## src/rtl/core/cse_pkg.sv

```systemverilog
package cse_pkg;

   // Frame and signal limits.
   localparam int FRAME_BYTES     = 8;
   localparam int MAX_SIGNAL_BITS = 32;
   // Bytes that one walk can touch: up to 7 bits of start offset plus 32 signal bits.
   localparam int WIN_BYTES       = 5;
   localparam int WIN_BITS        = WIN_BYTES * 8;

   // Raw patterns that mark a signal as not available.
   localparam logic [31:0] ONES_8  = 32'h0000_00FF;
   localparam logic [31:0] ONES_16 = 32'h0000_FFFF;
   localparam logic [31:0] ONES_24 = 32'h00FF_FFFF;
   localparam logic [31:0] ONES_32 = 32'hFFFF_FFFF;

   localparam logic signed [63:0] PHYS_MAX = 64'sh7FFF_FFFF_FFFF_FFFF;
   localparam logic signed [63:0] PHYS_MIN = 64'sh8000_0000_0000_0000;

   // One decode request: payload plus signal description.
   typedef struct packed {
      logic [63:0]         payload;
      logic [5:0]          start_bit;
      logic [5:0]          bit_length;
      logic                motorola_order;
      logic                reverse_bytes;
      logic                offset_first;
      logic signed [31:0]  scale;
      logic signed [47:0]  bias;
   } req_type;

   // Extracted field on its way to the scaling pipeline.
   typedef struct packed {
      logic [31:0]         raw_value;
      logic                all_ones_marker;
      logic                out_of_frame;
      logic                offset_first;
      logic signed [31:0]  scale;
      logic signed [47:0]  bias;
   } field_type;

   // Finished result.
   typedef struct packed {
      logic [31:0]         raw_value;
      logic signed [63:0]  physical_value;
      logic                all_ones_marker;
      logic                out_of_frame;
   } rsp_type;

endpackage

```

## src/rtl/core/cse_extract.sv

```systemverilog
module cse_extract (
   input  logic              clock,
   input  logic              reset,
   input  logic              in_valid,
   output logic              in_ready,
   input  cse_pkg::req_type  in_data,
   output logic              out_valid,
   input  logic              out_ready,
   output cse_pkg::field_type out_data
);
   import cse_pkg::*;

   localparam int STAGES = 2;

   typedef struct packed {
      logic [WIN_BITS-1:0] window;
      logic [2:0]          bit0;
      logic [5:0]          len;
      logic                out_of_frame;
      logic                offset_first;
      logic signed [31:0]  scale;
      logic signed [47:0]  bias;
   } gather_type;

   logic [STAGES-1:0] v_ff, v_in, rdy;
   gather_type        s1_ff, s1_in;
   field_type         s2_ff, s2_in;

   // Stage control: a stage loads when it is empty or its word moves on.
   always_comb begin
      for (int k = STAGES - 1; k >= 0; k--) begin
         if (k == STAGES - 1) begin
            rdy[k] = !v_ff[k] || out_ready;
         end else begin
            rdy[k] = !v_ff[k] || rdy[k+1];
         end
      end
      v_in[0] = rdy[0] ? in_valid : v_ff[0];
      v_in[1] = rdy[1] ? v_ff[0] : v_ff[1];
   end

   assign in_ready  = rdy[0];
   assign out_valid = v_ff[STAGES-1];
   assign out_data  = s2_ff;

   // Stage 1: fetch the bytes in walk order, apply the optional byte reversal.
   logic [2:0] start_byte;
   logic [5:0] len_c;
   logic [5:0] len_up;
   logic [2:0] nbytes;
   logic       rev_on;
   logic [5:0] last_bit;
   logic [2:0] last_byte;
   logic [3:0] pos_w    [WIN_BYTES];
   logic       inside_w [WIN_BYTES];
   logic [7:0] byte_w   [WIN_BYTES];

   always_comb begin
      logic [2:0] src;
      start_byte = in_data.start_bit[5:3];
      len_c      = (in_data.bit_length > 6'(MAX_SIGNAL_BITS)) ? 6'(MAX_SIGNAL_BITS)
                                                              : in_data.bit_length;
      len_up     = len_c + 6'd7;
      nbytes     = len_up[5:3];
      rev_on     = in_data.reverse_bytes && (nbytes > 3'd1);
      last_bit   = {3'b000, in_data.start_bit[2:0]} + len_c - 6'd1;
      last_byte  = last_bit[5:3];

      for (int j = 0; j < WIN_BYTES; j++) begin
         if (in_data.motorola_order) begin
            pos_w[j]    = {1'b0, start_byte} - 4'(j);
            inside_w[j] = 3'(j) <= start_byte;
         end else begin
            pos_w[j]    = {1'b0, start_byte} + 4'(j);
            inside_w[j] = !pos_w[j][3];
         end
         byte_w[j] = inside_w[j] ? in_data.payload[{pos_w[j][2:0], 3'b000} +: 8] : 8'h00;
      end

      s1_in = '0;
      for (int j = 0; j < WIN_BYTES; j++) begin
         src = nbytes - 3'd1 - 3'(j);
         if (rev_on && (3'(j) < nbytes)) begin
            s1_in.window[j*8 +: 8] = inside_w[j] ? byte_w[src] : 8'h00;
         end else begin
            s1_in.window[j*8 +: 8] = byte_w[j];
         end
      end

      // Reversal touches a subset of the walked bytes, so the walk's span decides.
      if (len_c == 6'd0) begin
         s1_in.out_of_frame = 1'b0;
      end else if (in_data.motorola_order) begin
         s1_in.out_of_frame = last_byte > start_byte;
      end else begin
         s1_in.out_of_frame = ({1'b0, start_byte} + {1'b0, last_byte}) > 4'(FRAME_BYTES - 1);
      end

      s1_in.bit0         = in_data.start_bit[2:0];
      s1_in.len          = len_c;
      s1_in.offset_first = in_data.offset_first;
      s1_in.scale        = in_data.scale;
      s1_in.bias         = in_data.bias;
   end

   // Stage 2: align to the start bit, cut to length, detect the all-ones marker.
   logic [WIN_BITS-1:0] shifted;
   logic [32:0]         mask_wide;
   logic [31:0]         raw;

   always_comb begin
      shifted   = s1_ff.window >> s1_ff.bit0;
      mask_wide = ~(33'h1_FFFF_FFFF << s1_ff.len);
      raw       = shifted[31:0] & mask_wide[31:0];

      s2_in.raw_value       = raw;
      s2_in.all_ones_marker = (s1_ff.len == 6'd8  && raw == ONES_8)  ||
                              (s1_ff.len == 6'd16 && raw == ONES_16) ||
                              (s1_ff.len == 6'd24 && raw == ONES_24) ||
                              (s1_ff.len == 6'd32 && raw == ONES_32);
      s2_in.out_of_frame    = s1_ff.out_of_frame;
      s2_in.offset_first    = s1_ff.offset_first;
      s2_in.scale           = s1_ff.scale;
      s2_in.bias            = s1_ff.bias;
   end

   always_ff @(posedge clock) begin
      if (reset) begin
         v_ff <= '0;
      end else begin
         v_ff <= v_in;
      end
   end

   always_ff @(posedge clock) begin
      if (rdy[0]) begin
         s1_ff <= s1_in;
      end
      if (rdy[1]) begin
         s2_ff <= s2_in;
      end
   end

endmodule

```

## config.mk

```make
export PLATFORM = sky130hd
export DESIGN_NAME = cse_extract
export DESIGN_NICKNAME = d
export VERILOG_FILES = /design/src/rtl/core/cse_pkg.sv /design/src/rtl/core/cse_extract.sv
export SDC_FILE = /design/constraint.sdc
export NUM_CORES = 1
export LEC_CHECK = 0
export ABC_AREA = 1
export BUFFER_PORTS_ARGS = -buffer_cell sky130_fd_sc_hd__buf_4
export CORE_MARGIN = 3
export CORE_UTILIZATION = 56
export DETAILED_ROUTE_END_ITERATION = 12
export PLACE_DENSITY = 0.89
export SLEW_MARGIN = 20
export SYNTH_ARGS = -nofsm -noshare
export SYNTH_HDL_FRONTEND = slang
export SYNTH_SLANG_ARGS = --single-unit
```

## constraint.sdc

```tcl
create_clock -name clock -period 6.7 [get_ports clock]
set_input_delay 0.335 -clock clock [delete_from_list [all_inputs] [get_ports clock]]
set_output_delay 0.335 -clock clock [all_outputs]
set_load 0.1 [all_outputs]
```

Word level (Yosys, flattened, before mapping)
Index checks and enable logic that the tools add are counted.

Add/subtract/negate cells: 17. Order comparisons: 19. Equality and inequality tests: 8. Shift operators: 7. Multiplexer cells: 41. Bitwise operators: 7. Reduce and logical (&&, ||, !) cells: 22.

Operator list (count): $shiftx A64 B7 Y8 (5); $mux W8 (25); $bmux W8 S3 (5); $shr A40 B3 Y32 (1); $shl A33 B6 Y32 const A (1); $and A32 B32 Y32 (1); $eq A32 B16 Y1 const B (1); $eq A32 B24 Y1 const B (1); $eq A32 B32 Y1 const B (1); $eq A32 B8 Y1 const B (1); $not A32 Y32 (1); $ge A4 B4 Y1 const B (5); $not A3 Y4 (5); $eq A6 B5 Y1 const B (2); $mux W3 (4); $sub A3 B2 Y3 const B (4); $logic_and A1 B1 Y1 (10); $sub A3 B1 Y3 const B (3); $add A3 B2 Y4 const B (2); $add A3 B6 Y6 (1); $add A6 B3 Y6 const B (1); $eq A6 B4 Y1 const B (1); $eq A6 B6 Y1 const B (1); $gt A6 B6 Y1 const B (1); other kinds (19) (38).

Register bits after elaboration: 248. Bits of input ports: 163. Output and inout bits: 117.

Logic depth before layout (Yosys ltp)
Depth in word-level cells: 11. Gate-level depth with buffers: 19. Mapped depth without buffers: 19.

Least setup slack after synthesis
OpenSTA, ideal clock, no wires.

Path type: register to register. From: register v_ff[1]. To: register s1_ff[0] in the netlist's numbering, enable pin. Library setup time: 1.746 ns. Arrival: 4.918 ns. Data required time: 4.954 ns. Slack: 0.036 ns. Cell stages (with the launch flop): 2. Path buffers: 0. Cell sequence: dfxtp_1 -> nand3_1.

Cells in the longest elaborated chain, start to end: 3.

Ends and longest elaborated chain: start, declared (line cse_extract.sv:25) `logic [STAGES-1:0] v_ff, v_in, rdy;`; start signal, assigned (line cse_extract.sv:131) `v_ff <= v_in;`; $logic_not A1 Y1; $logic_or A1 B1 Y1 (line cse_extract.sv:33) `rdy[k] = !v_ff[k] || out_ready;`; $logic_or A1 B1 Y1 (line cse_extract.sv:35) `rdy[k] = !v_ff[k] || rdy[k+1];`; named net in_ready (line cse_extract.sv:5) `output logic in_ready,`; end signal, assigned (line cse_extract.sv:137) `s1_ff <= s1_in;`; end, declared (line cse_extract.sv:26) `gather_type s1_ff, s1_in;`.

The timed path passes the listed nets, and every way through them passes these cells. A chain may end at the register's enable or synchronous reset.

==> impl_metrics.toml <==
[synthesis]
synth_cells = 1664
number_of_synthesized_register_bits = 247
top_cell_types_by_occurrence_after_synthesis = "sky130_fd_sc_hd__nand2_1, sky130_fd_sc_hd__edfxtp_1, sky130_fd_sc_hd__nand3_1, sky130_fd_sc_hd__inv_1, sky130_fd_sc_hd__o21ai_0"
synth_cell_types = 48
combined_area_of_all_synthesized_cells_um2 = 14100
cells_taking_the_most_area_after_synthesis = "sky130_fd_sc_hd__edfxtp_1, sky130_fd_sc_hd__nand2_1, sky130_fd_sc_hd__nand3_1, sky130_fd_sc_hd__inv_1, sky130_fd_sc_hd__o21ai_0"
share_of_the_synthesized_area_in_the_top_cell_type = 0.523
postSynth.topFlopCell = "sky130_fd_sc_hd__edfxtp_1"
synth.net_count = 1856
synth_area_leader_cell = "sky130_fd_sc_hd__edfxtp_1"
synth_enable_flop_cells = 245
ys.warnings.count = 0
post-synth-top-count-cell = "sky130_fd_sc_hd__nand2_1"
async_flop_share = 0
postSynthAreaPerCell_um2 = 8.46
seq_area_frac_synth = 0.525

[clock_network]
tritoncts = "yes"
cts_inserted_buffers = 24
post_cts_buffers = 0
worst_skew_pair.late_latency_ns = 0.55
clock_sink_total = 247
clk_transition_reported_paths_ns = 0.07
clk_path_buf_depth = 3
clock-root-buffer = "sky130_fd_sc_hd__clkbuf_16"
htree_levels = 1
cts_resized = 0

[placement]
port_buffer_count = 279
detailedPlacementHpwl_um = 31400
preCtsSetupSlack_ns = 2.46
place_congestion = 0.965
placedInstanceArea_um2 = 16200

[routing]
wl_per_cell_um = 20.6
firstDrtPassIters = 7
via_count = 13700
drt_wl_total_um = 47900
drtAntennaViolNets = 0
via_count_normalized_by_instance_count = 5.91
route.detailed.drc = 0
drt_iter0_drc = 1936

[setup_path]
critical-path-top-delay-family = "buffers and inverters"
setup.reg_to_reg.worst_slack_ns = 2.85
worst-path-max-fanout = 50
end_kind = "register"
r2r-start = "s1_ff[90]$_DFFE_PP_"
critical_path_cell_list = "buf_4, nor2_1, nand2_1, nand2_2, buf_4, ha_1, clkinv_1, nor2_4, inv_1, nand3_1, nand3_1, o21bai_1"
critical_path_class = "in -> reg"
cp-start-kind = "input port"
worst-endpoint-arrival_ns = 4.28
regToRegEndpoint = "out_data[82]$_DFFE_PP_"
r2r_cells = 11
cpMaxStageDelayCell = "sky130_fd_sc_hd__clkinv_1"
worstPathBufferInverterCount = 4
cp_slowest_stage_delay_ns = 0.81
data_required_time_at_the_worst_endpoint_ns = 7.09

[global_route]
grt_pass1_vias = 12900
grt_first_pass_wirelength_um = 71500
grt_start_max_net_pins = 104
globalRouteOverflowTotal = 0
all_layer_global_routing_usage = 0.344
antenna_found_initial = 0

[timing]
slew-limit-headroom = 0.235
fmaxAchievable_ghz = 0.257
finalWorstPathRequiredPeriod_ns = 3.89
timing.final.hold_violations = 0
finalWorstSetupSlack_ns = 2.81
worstMarginPinSlew_ns = 1.15
setup_viol = 0
min_period_over_period = 0.580
finalMaxSlewViolations = 0
final.setup_skew_ns = 0.0318
final.setup.tns_ns = 0
rsz0062_at_grt = "no"

[cells_and_area]
multiInputGateArea_um2 = 5720
layout_nets = 2174
antenna-diode-count = 0
area_growth_pct = 26.9
seq_area_um2 = 7400
final_layout_size_suffix_gt1_frac = 0.189
finish.instance_area_um2 = 17900
final.fill_count = 1749

[outcome]
status = "finished, final reports clean"

[floorplanning]
start_util = 0.574
floorplan.io_pins = 280
floorplan.die.width_um = 165
placeableCoreArea_um2 = 24500
fp.dieH_um = 165
row_count = 57
dieArea_um2 = 27100

[power_and_ir_drop]
power_density_nw_per_um2 = 280
ir_drop_mv = 0.285
leakagePower_nw = 8.26
post-layout-total-power_mw = 5.00

[hold_path]
hold_path_class = "in -> reg"
worstHoldPathCells = 3
worst_hold_startpoint = "in_valid"
min_delay_worst_endpoint = "v_ff[0]$_SDFFE_PP0P_"

[run]
max-cap-violations = 0
==> metal layers <==
metal / wire length (um) / global-route usage / part of all wire
met5: 0 / 0 / 0
met4: 3110 / 0.189 / 0.065
met3: 4980 / 0.0594 / 0.10
met2: 23300 / 0.595 / 0.49
met1: 16400 / 0.407 / 0.34
==> registers in the layout, summed over array words and instances, names as in the netlist <==
name,cells
out_data,115
s1_ff,130
v_ff,2
==> worst min-delay path: stages <==
cell	delay (ns)
sky130_fd_sc_hd__buf_4	0.11
sky130_fd_sc_hd__inv_1	0.05
sky130_fd_sc_hd__a21oi_1	0.09
==> area by class of cell <==
type	instances	area share
clock buffer	25	0.0338
tap	324	0.0227
sequential	247	0.414
multi-input combinational	1191	0.320
clock inverter	18	0.0105
inverter	146	0.0308
timing repair buffer	372	0.168
==> per-stage QoR <==
step	hold WS [ns]	instances	utilization
floorplan	0.400	1664	-
global placement	0.400	2195	0.661
detailed placement	0.405	2195	0.661
CTS	0.0747	2323	0.728
global route	0.0944	2323	0.728
finish	0.0850	2323	0.728
==> power by group <==
group | leakage [nW] | internal, mW | switching [mW]
Combinational | 5.22 | 0.414 | 1.20
Sequential | 2.65 | 1.88 | 0.0935
Clock | 0.388 | 0.779 | 0.637
Total | 8.26 | 3.07 | 1.93
==> layout by cell type (no fill, tap or decap), types with 29 or more instances in the layout <==
cell                            instances
sky130_fd_sc_hd__a21oi_1               60
sky130_fd_sc_hd__buf_4                287
sky130_fd_sc_hd__dlygate4sd3_1         85
sky130_fd_sc_hd__edfxtp_1             245
sky130_fd_sc_hd__ha_1                  29
sky130_fd_sc_hd__inv_1                131
sky130_fd_sc_hd__nand2_1              558
sky130_fd_sc_hd__nand3_1              226
sky130_fd_sc_hd__nor2_1                84
sky130_fd_sc_hd__o21ai_0               96
sky130_fd_sc_hd__o21ai_1               52
==> worst max-delay path by stage <==
stage / from / to / slack, ns / cells after the start
final: in_data[88] / s1_ff[111]$_DFFE_PP_ / 2.81 / 12
after global routing: in_data[88] / s1_ff[111]$_DFFE_PP_ / 2.67 / 12
after CTS: in_data[88] / s1_ff[111]$_DFFE_PP_ / 3.01 / 12
after floorplan: v_ff[1]$_SDFFE_PP0P_ / s1_ff[0]$_DFFE_PP_ / 0.04 / 1
after global placement: in_data[88] / s1_ff[111]$_DFFE_PP_ / 2.41 / 12
after detailed placement: in_data[88] / s1_ff[111]$_DFFE_PP_ / 2.46 / 12
==> timing repair <==
action / 4_1_cts / 5_1_grt
hold buffers: 85 / 0
endpoints found under the setup margin: 0 / 0
hold endpoints to repair: 86 / 0
==> cells by family after synthesis <==
kind of cell             after synthesis  synth area share
adder cells (fa/ha/maj)               29            0.0258
XOR/XNOR                               8           0.00844
buffers and inverters                226            0.0707
AND/OR/NAND/NOR                      910             0.272
multiplexers                           4           0.00284
AO/OA/AOI/OAI                        240            0.0951
flip-flops                           247             0.525
Note: power is estimated with default switching activity, not from simulation.
